[src/rtl/olfs_div.sv]
// Restoring unsigned divider, one quotient bit per cycle.
// Start pulse loads operands; done pulses when the quotient is ready. No deps.
`default_nettype none

module olfs_div #(
    parameter int N_W = 28,
    parameter int D_W = 17
) (
    input  wire logic           i_clk,
    input  wire logic           i_rst_n,
    input  wire logic           i_start,
    input  wire logic [N_W-1:0] i_num,
    input  wire logic [D_W-1:0] i_den,
    output logic                o_done,
    output logic [N_W-1:0]      o_quo
);

    localparam int CNT_W = $clog2(N_W + 1);

    logic             r_busy;
    logic             r_done;
    logic [CNT_W-1:0] r_cnt;
    logic [N_W-1:0]   r_quo;
    logic [D_W-1:0]   r_rem;
    logic [D_W-1:0]   r_den;
    logic [D_W:0]     w_shift;
    logic [D_W:0]     w_trial;
    logic             w_fit;

    assign w_shift = {r_rem, r_quo[N_W-1]};
    assign w_trial = w_shift - {1'b0, r_den};
    assign w_fit   = w_shift >= {1'b0, r_den};

    always_ff @(posedge i_clk) begin
        if (!i_rst_n) begin
            r_busy <= 1'b0;
            r_done <= 1'b0;
            r_cnt  <= '0;
        end else begin
            r_done <= 1'b0;
            if (i_start) begin
                r_busy <= 1'b1;
                r_cnt  <= CNT_W'(N_W);
            end else if (r_busy) begin
                r_cnt <= r_cnt - CNT_W'(1);
                if (r_cnt == CNT_W'(1)) begin
                    r_busy <= 1'b0;
                    r_done <= 1'b1;
                end
            end
        end
    end

    always_ff @(posedge i_clk) begin
        if (i_start) begin
            r_quo <= i_num;
            r_rem <= '0;
            r_den <= i_den;
        end else if (r_busy) begin
            r_quo <= {r_quo[N_W-2:0], w_fit};
            r_rem <= w_fit ? w_trial[D_W-1:0] : w_shift[D_W-1:0];
        end
    end

    assign o_done = r_done;
    assign o_quo  = r_quo;

endmodule

`default_nettype wire

[config.mk]
export PLATFORM = sky130hd
export DESIGN_NAME = olfs_div
export DESIGN_NICKNAME = d
export VERILOG_FILES = /design/src/rtl/olfs_div.sv
export SDC_FILE = /design/constraint.sdc
export NUM_CORES = 1
export LEC_CHECK = 0
export ABC_AREA = 1
export BUFFER_PORTS_ARGS = -buffer_cell sky130_fd_sc_hd__buf_2
export CAP_MARGIN = 0
export CORE_ASPECT_RATIO = 1.4
export CORE_MARGIN = 10
export CORE_UTILIZATION = 45
export DETAILED_ROUTE_END_ITERATION = 8
export PLACE_DENSITY_LB_ADDON = 0.12
export SYNTH_ARGS = -nofsm -noshare
export SYNTH_HDL_FRONTEND = slang
export SYNTH_SLANG_ARGS = --single-unit
[constraint.sdc]
create_clock -name i_clk -period 2.4 [get_ports i_clk]
set_clock_uncertainty 0.05 [all_clocks]
set_input_delay 0.24 -clock i_clk [delete_from_list [all_inputs] [get_ports i_clk]]
set_output_delay 0.24 -clock i_clk [all_outputs]
set_load 0.05 [all_outputs]
==> summary.md <==
| Metric | Value |
|---|---|
| Top cells by area, synth | `edfxtp_1 33%, nand2_1 19%, dfxtp_1 12%` |
| Min-Delay Endpoint | `r_den[0]` |
| Peak Freq | `between 400 and 500 MHz` |
| Fraction of layout cells with a size suffix above 1 | `roughly a fifth` |
| Fin crit period | `2.17 ns` |
| Clock Sinks | `69` |
| H-tree depth | `3` |
| FF-to-FF End | `r_rem[6]` |
| Crit. Startpoint | `o_quo[27]` |
| Final instance area | `slightly below 0.005 sq mm` |
| CP Class | `flop to flop` |
| DP Area | `0.00455 sq mm` |
| Overall power | `between 3 and 4 mW` |
| Area of the core | `slightly below 0.009 sq mm` |
| EDFF count, synth | `between 40 and 50` |
| Initial antenna violation count | `0` |
| Slew HR | `between 60 and 70%` |
| Post-Layout Cell Count | `722` |
| Post-synthesis mux area share | `0%` |
| Commonest cells post-synth | `208 x nand2_1, 79 x inv_1, 45 x edfxtp_1, 42 x nand3_1, 26 x nor2_1` |
| Worst hold margin | `around 0.027 ns` |
| Largest area contributor in the netlist | `edfxtp_1` |
| Hold Buf Count CTS | `0` |
| HP Class | `primary input to flop` |
| Clk root buf | `clkbuf_16` |
| # rows | `approximately 40` |
| Die area | `around 0.013 sq mm` |
| # nets final | `678` |
| Leak pwr | `approximately 2.6 nW` |
| Pwr dens | `673 mW/mm^2` |
| Crit end category | `flop` |
| Post-CTS Setup Bufs | `0` |
| Yosys warnings | `0` |
| Post-Route Utilization | `~54%` |
| Wire per inst | `about 13 um` |
| Drt initial violations | `140` |
| Via count | `between 3000 and 4000` |
| Cell repeated most along the worst path | `nand3_2` |
| CP required | `2.55 ns` |
| I/O Pins | `just under 80` |
| Initial Utilization | `between 40% and 50%` |
| CP arrival | `approximately 2.3 ns` |
| Synth Area in Simple Gates | `33.0%` |
| Post-synthesis adder-cell area fraction | `6.32%` |
| FF-to-FF path depth | `11` |
| Routed WL | `around 9700 um` |
| Detailed Routing Iterations Pass 1 | `4` |
| Port Buffers | `between 70 and 80` |
| Synth unique cells | `37` |
| Reg2reg start | `o_quo[27]` |
| CP max-delay cell | `fa_1` |
| Measured slew at the worst slew-check pin | `0.535 ns` |
| Reg clk slew, reported paths | `about 0.050 ns` |
| HPWL after detailed placement | `7410 um` |
| Final period utilization | `90.2%` |
| CTS Buf Count | `9` |
| Gr ovfl total | `0` |
| Max-cap violation count | `0` |
| #FFs+latches synth | `69` |
| Mapped Area | `0.00408 sq mm` |
| Largest net degree at the start of global routing | `40` |
| Die W | `roughly 100 um` |
| Worst Hold Launch | `i_den[0]` |
| Asr flop ratio synth | `0%` |
| CP Cell Sequence | `inv_1 -> ha_1 -> inv_1 -> fa_1 -> nand3_2 -> nand3_2 -> nand2_2 -> buf_4 -> nand3_2 -> nand3_1 -> o21ai_0` |
| Vias in the first global route | `3554` |
| Syn_area_per_cell | `~7.7 sq um` |
| Final Hold Fails | `0` |
| Placed Cells | `around 710` |
| Largest family of logic cells by synthesized area | `simple AND/OR/NAND/NOR gates` |
| RSZ-0062 raised after global routing | `false` |
| Die H | `133 um` |
| GRT Total Usage | `between 10% and 20%` |
| Max FO, Critical Path | `9` |
| Largest stage delay, worst path | `~0.44 ns` |
| Vias per cell | `just under 5` |
| Seq/Total Area, Yosys | `approximately 45%` |
| Most frequent cell after synthesis | `nand2_1` |
| CTS Buffer Depth | `2` |
| Routed Antenna Nets | `0` |
| Final WS setup | `around 0.23 ns` |
| First-pass GRT wire length | `around 17000 um` |
| Worst-skew pair later-pin latency | `0.33 ns` |
| Syn_nets | `596` |
| Main flop type after synthesis | `edfxtp_1` |
| Critical path launch point type | `flop` |
| Placer Congestion | `about 0.93` |
| Place WS | `just under 0.2 ns` |
| Final setup viols | `0` |
| CTS tree | `built` |
| Status | `finished clean` |
| R2r setup slk | `roughly 0.23 ns` |
| Max-slew violations | `0` |
| TNS Setup | `0 ns` |
| XOR/XNOR share of the synthesized area | `between 1.5 and 2%` |
| Layout filler cell count | `a little over 900` |
| Share of the synthesized area in the top cell type | `33.1%` |
| Residual DRC count | `0` |
| VDD IR max | `roughly 0.00049 V` |
| Post-Synthesis Cells | `between 500 and 600` |
| Complex-gate fraction of the synthesized area | `4.11%` |
| P&R area growth vs syn | `19.0%` |
| Ant. Diodes | `0` |
| Hold Crit Depth | `1` |
## cell families after synthesis
| kind of cell | after synthesis |
|---|---|
| compound gates | 29 |
| flops | 69 |
| buf+inv | 95 |
| xor+xnor | 7 |
| simple gates | 308 |
| fa+ha+maj | 20 |
## how the worst max path moves through the flow
stage                     end  slack (ns)
floorplan            o_quo[0]        0.12
global placement    r_rem[14]        0.23
detailed placement   r_rem[6]        0.20
CTS                  r_rem[4]        0.17
global route         r_rem[6]       0.008
finish               r_rem[6]        0.23
## where the power goes
part / switching [mW] / internal, mW
logic: 0.395 / 0.155
clock network: 0.476 / 0.832
registers: 0.0406 / 1.37
## cell usage in the layout (no fill, tap or decap), types with 9 or more instances in the layout
master and instances:
nand2_1 208, ha_1 19, clkbuf_16 9, dfxtp_1 24, buf_2 76, nand3_1 41
inv_1 79, edfxtp_1 45, a21oi_1 10, nor2_1 26, buf_4 9
## worst max-delay path: cells and delay by family (launching register included)
family | cells | cell delay [ns]
AOI/OAI and AO/OA | 1 | 0.08
adders and majority gates | 2 | 0.58
buffers and inverters | 3 | 0.39
DFF | 1 | 0.39
and+or+nand+nor | 5 | 0.55
## sequential cells by signal, summed over array words and instances (netlist names)
name / cells
r_rem: 17
r_busy: 1
o_quo: 28
o_done: 1
r_cnt: 5
r_den: 17
## routing by layer
| layer | track usage [%] | wire length [um] | vias up |
|---|---|---|---|
| met3 | 5.47 | 649 | 13 |
| met2 | 25.5 | 4810 | 80 |
| li1 | - | - | 1831 |
| met4 | 5.59 | 208 | 0 |
| met1 | 17.3 | 4060 | 1575 |
| met5 | 0 | 0 | - |
## final cells by class
| class | instances | area [sq um] | area share, % |
|---|---|---|---|
| Multi-Input combinational cell | 364 | 1840 | 38.0 |
| Sequential cell | 69 | 1830 | 37.8 |
| Timing Repair Buffer | 85 | 448 | 9.24 |
| Inverter | 81 | 304 | 6.27 |
| Clock buffer | 14 | 254 | 5.24 |
| Tap cell | 107 | 134 | 2.76 |
| Clock inverter | 2 | 35.0 | 0.722 |
## what timing repair did
| item | CTS | global route |
|---|---|---|
| gates resized for setup | 0 | 2 |
| hold endpoints to repair | 0 | 0 |
| setup endpoints to repair | 0 | 4 |
Power figures use the tool's default switching activity.
