===== src/rtl/olfs_pkg.sv =====
// Shared types and constants for the oxygen level filter and scaler.
// Transaction payloads, register indexes, status codes and fixed widths.
// No dependencies.
`default_nettype none

package olfs_pkg;

    localparam int SAMPLE_W   = 16;
    localparam int OXY_W      = 12;
    localparam int STATUS_W   = 2;
    localparam int WIN_W      = 5;
    localparam int CFG_IDX_W  = 3;
    localparam int CFG_DATA_W = 16;
    localparam int SUM_W      = SAMPLE_W + WIN_W;
    localparam int DIFF_W     = SAMPLE_W + 1;
    localparam int NUM_W      = 28;
    localparam int K_W        = 12;
    localparam int PROD_W     = DIFF_W + K_W;
    localparam int SCALE_K    = 2090;
    localparam int OXY_MAX    = 3000;
    localparam int WIN_RESET  = 5;

    typedef logic [CFG_IDX_W-1:0] t_cfg_idx;
    localparam t_cfg_idx REG_CAL_ZERO   = 3'd0;
    localparam t_cfg_idx REG_CAL_AIR    = 3'd1;
    localparam t_cfg_idx REG_CAL_VALID  = 3'd2;
    localparam t_cfg_idx REG_FILTER_ON  = 3'd3;
    localparam t_cfg_idx REG_WINDOW_LEN = 3'd4;

    typedef logic [STATUS_W-1:0] t_status;
    localparam t_status ST_OK     = 2'd0;
    localparam t_status ST_NOCAL  = 2'd1;
    localparam t_status ST_BADCAL = 2'd2;

    typedef struct packed {
        logic signed [SAMPLE_W-1:0] sample;
    } t_in_item;

    typedef struct packed {
        logic [OXY_W-1:0]           oxygen_hundredths;
        t_status                    status;
        logic signed [SAMPLE_W-1:0] filtered_sample;
    } t_out_item;

endpackage

`default_nettype wire


===== src/rtl/olfs_ring.sv =====
// Sample ring memory: one write and one registered read port per cycle.
// Per-entry valid bits make never-written entries read as zero. Uses olfs_pkg.
`default_nettype none

module olfs_ring #(
    parameter int DEPTH = 16,
    parameter int IDX_W = 4
) (
    input  wire logic                                i_clk,
    input  wire logic                                i_rst_n,
    input  wire logic                                i_wr_en,
    input  wire logic [IDX_W-1:0]                    i_wr_addr,
    input  wire logic signed [olfs_pkg::SAMPLE_W-1:0] i_wr_data,
    input  wire logic                                i_rd_en,
    input  wire logic [IDX_W-1:0]                    i_rd_addr,
    output logic signed [olfs_pkg::SAMPLE_W-1:0]     o_rd_data
);

    logic signed [olfs_pkg::SAMPLE_W-1:0] r_mem [DEPTH];
    logic signed [olfs_pkg::SAMPLE_W-1:0] r_rd_raw;
    logic [DEPTH-1:0]                     r_vld;
    logic                                 r_rd_vld;

    always_ff @(posedge i_clk) begin
        if (i_wr_en) begin
            r_mem[i_wr_addr] <= i_wr_data;
        end
        if (i_rd_en) begin
            r_rd_raw <= r_mem[i_rd_addr];
        end
    end

    always_ff @(posedge i_clk) begin
        if (!i_rst_n) begin
            r_vld    <= '0;
            r_rd_vld <= 1'b0;
        end else begin
            if (i_wr_en) begin
                r_vld[i_wr_addr] <= 1'b1;
            end
            if (i_rd_en) begin
                r_rd_vld <= r_vld[i_rd_addr];
            end
        end
    end

    assign o_rd_data = r_rd_vld ? r_rd_raw : '0;

endmodule

`default_nettype wire


===== config.mk =====
export PLATFORM = sky130hd
export DESIGN_NAME = olfs_ring
export DESIGN_NICKNAME = d
export VERILOG_FILES = /design/src/rtl/olfs_pkg.sv /design/src/rtl/olfs_ring.sv
export SDC_FILE = /design/constraint.sdc
export NUM_CORES = 1
export LEC_CHECK = 0
export ABC_AREA = 1
export BUFFER_PORTS_ARGS = -buffer_cell sky130_fd_sc_hd__buf_2
export CORE_UTILIZATION = 30
export CTS_CLUSTER_DIAMETER = 40
export DETAILED_ROUTE_END_ITERATION = 12
export PLACE_DENSITY = 0.56
export SLEW_MARGIN = 20
export SYNTH_ARGS = -nofsm -noshare
export SYNTH_HDL_FRONTEND = slang
export SYNTH_SLANG_ARGS = --single-unit

===== constraint.sdc =====
create_clock -name i_clk -period 1.5 [get_ports i_clk]
set_input_delay 0.225 -clock i_clk [delete_from_list [all_inputs] [get_ports i_clk]]
set_output_delay 0.225 -clock i_clk [all_outputs]
set_load 0.005 [all_outputs]

==> results_dict.tcl, run 1 <==
set metrics [dict create \
    finClkSkew_ps 8.51 \
    worst_pin_slew_ps 341 \
    vias 7171 \
    port_buffers 43 \
    p_sw_uw 3990 \
    grt_pass1_wl_mm 43.9 \
    syn_inst 909 \
    hold_end "r_mem[12][1]$_DFFE_PP_" \
    failed_checks "DRC" \
    grt.overflow.total 0 \
    cap_violations 0 \
    cpPeakStageDelay_ps 340 \
    rows 71 \
    insertion_delay_ps 500 \
    worstPathCellList "buf_12 > nand2_1 > inv_1 > buf_2" \
    cts_root_buf "clkbuf_16" \
    start_util 0.304 \
    clockBufferDepth 3 \
    drc 4 \
    synthTopCellsByCount "edfxtp_1 (272), nor2_1 (236), o21ai_0 (108)" \
    cts_max_level 2 \
    hold_path.startpoint "i_wr_data[1]" \
    fmax_mhz 671 \
    clock_power_share 0.438 \
    min_period_ps 1490 \
    synth_most_common_cell "edfxtp_1" \
    timing.hold.ws_ps 108 \
    post_drt_wl_per_cell_um 19.0 \
    p_leak_uw 0.00471 \
    ant_nets 0 \
    drtIter0Drc 546 \
    p_int_uw 14100 \
    seqPwrFrac 0.502 \
    fillers 3561 \
    worstPathArrival_ps 1270 \
    clk_pin_slew_worst_paths_ps 60 \
    yosys.area.top_type_share 0.714 \
    crit_type "reg -> out" \
    wl_met1_mm 12.4 \
    die_area_mm2 0.0389 \
    r2r-start "r_mem[14][10]$_DFFE_PP_" \
    ys_warn_count 0 \
    synth.distinct_cells 22 \
    r2r_cells 6 \
    final_cell_count_no_fill 1516 \
    ys.flop_type "edfxtp_1" \
    syn-num-nets 937 \
    cp_num_buf_inv 3 \
    met3WireLength_mm 1.37 \
    hold_depth 1 \
    rsz0062_at_grt "true" \
    status "finished with violations" \
    dp_hpwl_mm 15.9 \
    ys_seq_area_frac 0.744 \
    async_reset_ff_frac 0 \
    final_hold_viol_count 0 \
    critPathCaptureType "primary output" \
    cellPowerDensity_mw_per_mm2 1310 \
    slew_headroom 0.773 \
    antenna_found_initial 3 \
    cp_max_fo 17 \
    synthTopCellsByArea "edfxtp_1 (71%), nor2_1 (7.7%), o21ai_0 (4.7%), o211ai_1 (3.9%), dfxtp_1 (3.0%)" \
    r2r-end "r_rd_raw[10]$_DFFE_PP_" \
    synth_area_mm2 0.0114 \
    core_area_mm2 0.0376 \
    cts_tree "yes" \
    dr_wl_met2_mm 14.3 \
    fin_ws_ps 8.75 \
    finalNetCount 1006 \
    cpLargestDelayFamily "buffers and inverters" \
    drt_first_pass_iters 9 \
    avgSynthCellArea_um2 12.6 \
    finalCritPeriodShare 0.994 \
    r2r_setup_slack_ps 360 \
    grtUsageTotal 0.151 \
    netSwitchingFraction 0.220 \
    dieWidth_um 197 \
    drt_wl_total_mm 28.8 \
    first_global_vias 7167 \
    gp_congestion 0.753 \
    pre_cts_ws_ps 23.3 \
    required_ps 1270 \
    setup_viol 0 \
    drive_above_1_share 0.164 \
    area.growth.synth_to_final_pct 20.9 \
    cts_buffers 34 \
    top_layer "met5" \
    vias_per_cell 4.73 \
    die_y_um 197 \
    p_comb_frac 0.059 \
    peakVddDrop_mv 0.559 \
    ys_seq_elements 289 \
    grt_max_degree 45 \
    finalMaxSlewViolations 0 \
    synth_edf_count 272 \
    hp-class "in -> reg" \
    cp_slowest_cell "dfxtp_2" \
    cts.sinks 289 \
    io_pins 44 \
    dp_cells 1452 \
    final_core_util 0.368 \
    critPathLaunchType "flip-flop" \
    synth_top_area_cell "edfxtp_1" \
]
==> metrics by stage <==
step	TNS (ps)	power [uW]	area (um^2)
after floorplan	-18680	9820	11500
after CTS	-134	18200	13800
after global routing	-709	18700	13800
after detailed placement	0	10300	12700
final	0	18100	13800
after global placement	0	10300	12700
==> worst reg2reg max path, stage by stage, from the launching register on <==
cell,delay (ps)
edfxtp_1,370
nor2_1,100
nor2_1,40
o21ai_1,80
o211ai_1,120
nand3_1,130
nand2_1,50
==> state kept, by name, indices dropped and copies added, names as in the netlist <==
signal and cells:
r_mem 256, r_rd_raw 16, r_rd_vld 1, r_vld 16
==> kinds of logic after synthesis <==
logic type,synth area share
flops,0.744
simple gates,0.117
compound gates,0.0998
buf+inv,0.0393
==> final cells by class <==
cell class / instances / area, um^2 / share of cell area
antenna: 1 / 2.50 / 0.000181
clock buffer: 41 / 941 / 0.0680
clock inverter: 21 / 158 / 0.0114
inverter: 30 / 118 / 0.00850
multi-input combinational: 534 / 2520 / 0.182
sequential: 289 / 8510 / 0.615
tap: 511 / 639 / 0.0462
timing repair buffer: 89 / 941 / 0.0680
==> placed cells by master, fill, tap and decap left out <==
| cell type | n |
|---|---|
| dfxtp_2 | 1 |
| clkinv_2 | 7 |
| inv_6 | 7 |
| inv_2 | 4 |
| diode_2 | 1 |
| buf_4 | 16 |
| nor2_2 | 16 |
| edfxtp_1 | 272 |
| o21a_1 | 2 |
| o21ai_1 | 20 |
| nor3_1 | 2 |
| nand2_1 | 54 |
| nor2_1 | 220 |
| bufinv_16 | 1 |
| clkinv_1 | 6 |
| inv_1 | 23 |
| buf_12 | 30 |
| clkinv_4 | 2 |
| clkinvlp_4 | 1 |
| o21ai_0 | 108 |
| nand3_1 | 47 |
| clkbuf_1 | 4 |
| buf_2 | 42 |
| o211ai_1 | 60 |
| clkbuf_16 | 37 |
| dlygate4sd3_1 | 1 |
| o221ai_1 | 4 |
| dfxtp_1 | 16 |
| nand2_2 | 1 |
==> per-layer routing <==
metal	global-route usage	vias up
met2	0.260	151
met4	0.0502	4
met3	0.0268	54
met1	0.190	3546
met5	0	-
li1	-	3416
==> how the worst max path moves through the flow <==
stage	slack, ps	cells past startpoint	endpoint	start
floorplan	-140	4	r_mem[12][0]$_DFFE_PP_	i_wr_en
global placement	50	9	r_rd_raw[5]$_DFFE_PP_	i_rd_addr[0]
detailed placement	20	8	r_rd_raw[0]$_DFFE_PP_	i_rd_addr[0]
CTS	-30	4	o_rd_data[1]	r_rd_vld$_SDFFE_PN0P_
global route	-60	4	o_rd_data[12]	r_rd_vld$_SDFFE_PN0P_
finish	9	4	o_rd_data[6]	r_rd_vld$_SDFFE_PN0P_
==> power by group through the flow <==
stage	clock network (uW)	registers [uW]	logic, uW
after global routing	8380	9090	1190
after detailed placement	0	9250	1080
after floorplan	0	9230	588
after CTS	8050	9080	1080
final	7930	9080	1070
after global placement	0	9250	1070
==> what timing repair did <==
| item | CTS | global route |
|---|---|---|
| pin swaps | 0 | 0 |
| hold buffers | 1 | 0 |
| setup buffers | 0 | 0 |
| resized for setup | 2 | 3 |
| endpoints found under the setup margin | 15 | 15 |
| endpoints found under the hold margin | 2 | 0 |
(Power assumes the default switching activity.)
==> run 2: changes to the inputs <==
Settings changed: CORE_ASPECT_RATIO set to 1.25, CORE_UTILIZATION 30 to 55, PLACE_DENSITY 0.56 to unset, PLACE_DENSITY_LB_ADDON set to 0.1.
==> run 2 against run 1 <==
Against the previous run: the flow finishes with violations (setup timing); first-iteration DRC count is 14% higher; hold slack worse by 59 ps; clock power is 2% lower; flip-flop and latch count stayed put; final area is 1.8% lower; core utilization is 30 points higher; critical endpoint unchanged.
==> results_dict.tcl, run 2 (synthesis gave the netlist of run 1 again) <==
set metrics [dict create \
    hp-class "in -> reg" \
    drtIter0Drc 622 \
    start_util 0.565 \
    port_buffers 43 \
    required_ps 1270 \
    top_regs "r_mem: 256 flops, r_rd_raw: 16 flops, r_vld: 16 flops" \
    fin_ws_ps -26.3 \
    cts_root_buf "clkbuf_16" \
    top_layer "met4" \
    rsz0062_at_grt "true" \
    final_core_util 0.671 \
    cp_max_fo 5 \
    gp_congestion 0.781 \
    stdcell_area_mm2 0.0136 \
    drc 0 \
    core_area_mm2 0.0202 \
    cap_violations 0 \
    setup_viol 16 \
    pre_cts_ws_ps 47.4 \
    cellPowerDensity_mw_per_mm2 1320 \
    ant_nets 0 \
    first_global_vias 7377 \
    drt_first_pass_iters 5 \
    antenna_found_initial 1 \
    finalCritPeriodShare 1.02 \
    worst_pin_slew_ps 500 \
    crit_type "reg -> out" \
    largest-register "r_mem" \
    critPathLaunchType "flip-flop" \
    vias_per_cell 5.77 \
    slew_headroom 0.667 \
    mostFrequentLayoutCells "edfxtp_1 (272), nor2_1 (220), o21ai_0 (108), o211ai_1 (60), nand3_1 (47)" \
    io_pins 44 \
    min_period_ps 1530 \
    dieWidth_um 131 \
    finalNetCount 999 \
    cp_num_buf_inv 3 \
    mostFrequentLayoutCell "edfxtp_1" \
    met3WireLength_mm 1.47 \
    vias 7287 \
    r2r_setup_slack_ps 330 \
    cp_slowest_cell "dfxtp_4" \
    cts_max_level 1 \
    cts_buffers 31 \
    cts.sinks 289 \
    drt_wl_total_mm 27.5 \
    cpLargestDelayFamily "flip-flops" \
    fillers 1436 \
    worstPathArrival_ps 1300 \
    grt_max_degree 105 \
    cts_tree "yes" \
    drive_above_1_share 0.186 \
    dr_wl_met2_mm 14.2 \
    fmax_mhz 655 \
    wl_met1_mm 10.8 \
    placed_cell_area_mm2 0.0123 \
    area.growth.synth_to_final_pct 18.8 \
    finalPower_uw 18000 \
    grtUsageTotal 0.268 \
    worstPathCellList "buf_12 > nand2_4 > inv_2 > buf_2" \
    clockBufferDepth 3 \
    critPathCaptureType "primary output" \
    post_drt_wl_per_cell_um 21.7 \
    grt.overflow.total 0 \
    fin_tns_setup_ps -220 \
    die_y_um 163 \
    dp_hpwl_mm 14.7 \
    rows 58 \
    p_leak_uw 0.00469 \
    die_area_mm2 0.0214 \
    final_hold_viol_count 0 \
    status "finished with violations" \
    clk_pin_slew_worst_paths_ps 60 \
    failed_checks "setup timing" \
    finClkSkew_ps 17.1 \
    insertion_delay_ps 550 \
    largest_register_ffs 256 \
    cpPeakStageDelay_ps 400 \
    grt_pass1_wl_mm 41.3 \
    peakVddDrop_mv 1.10 \
    finalMaxSlewViolations 0 \
]
run 2: worst paths after layout:
kind,startpoint,to,cells after the start
worst min-delay path,i_wr_data[4],r_mem[6][4]$_DFFE_PP_,1
worst min register to register,r_vld[14]$_SDFFE_PN0P_,r_vld[14]$_SDFFE_PN0P_,2
worst max-delay path,r_rd_vld$_SDFFE_PN0P_,o_rd_data[6],4
worst max register to register,r_mem[13][11]$_DFFE_PP_,r_rd_raw[11]$_DFFE_PP_,6
run 2: cell type report:
class	instances	area, um^2	share of cell area
antenna	1	2.50	0.000184
timing repair buffer	85	953	0.0702
clock buffer	33	793	0.0584
inverter	30	120	0.00884
multi-input combinational	534	2600	0.191
clock inverter	21	265	0.0195
tap	270	338	0.0249
sequential	289	8510	0.627
run 2: power breakdown:
| group | total (uW) | internal, uW | switching, uW |
|---|---|---|---|
| clock network | 7780 | 4710 | 3070 |
| logic | 1080 | 375 | 709 |
| registers | 9100 | 9030 | 73.5 |
run 2: what timing repair did:
item / in CTS / in global routing
cloned: 1 / 0
buffers inserted: 1 / 0
resized for setup: 31 / 28
pin swaps: 1 / 0
hold buffers: 1 / 0
hold endpoints to repair: 2 / 0
endpoints found under the setup margin: 16 / 16
run 2: through the flow:
step	hold slack (ps)	instances
CTS	27.4	1262
finish	48.8	1263
global placement	450	1205
global route	36.4	1263
floorplan	324	909
detailed placement	461	1205
run 2: worst reg2reg max path, cell delays in order (launching register included):
cell and delay [ps]:
edfxtp_1 370, nor2_1 110, nor2_1 40, o21ai_0 90
o211ai_1 130, nand3_1 110, nand2_1 60
run 2: layer usage:
| layer | track usage | vias to the layer above |
|---|---|---|
| li1 | - | 3397 |
| met1 | 0.334 | 3567 |
| met2 | 0.470 | 260 |
| met3 | 0.0318 | 63 |
| met4 | 0.108 | 0 |
| met5 | 0 | - |
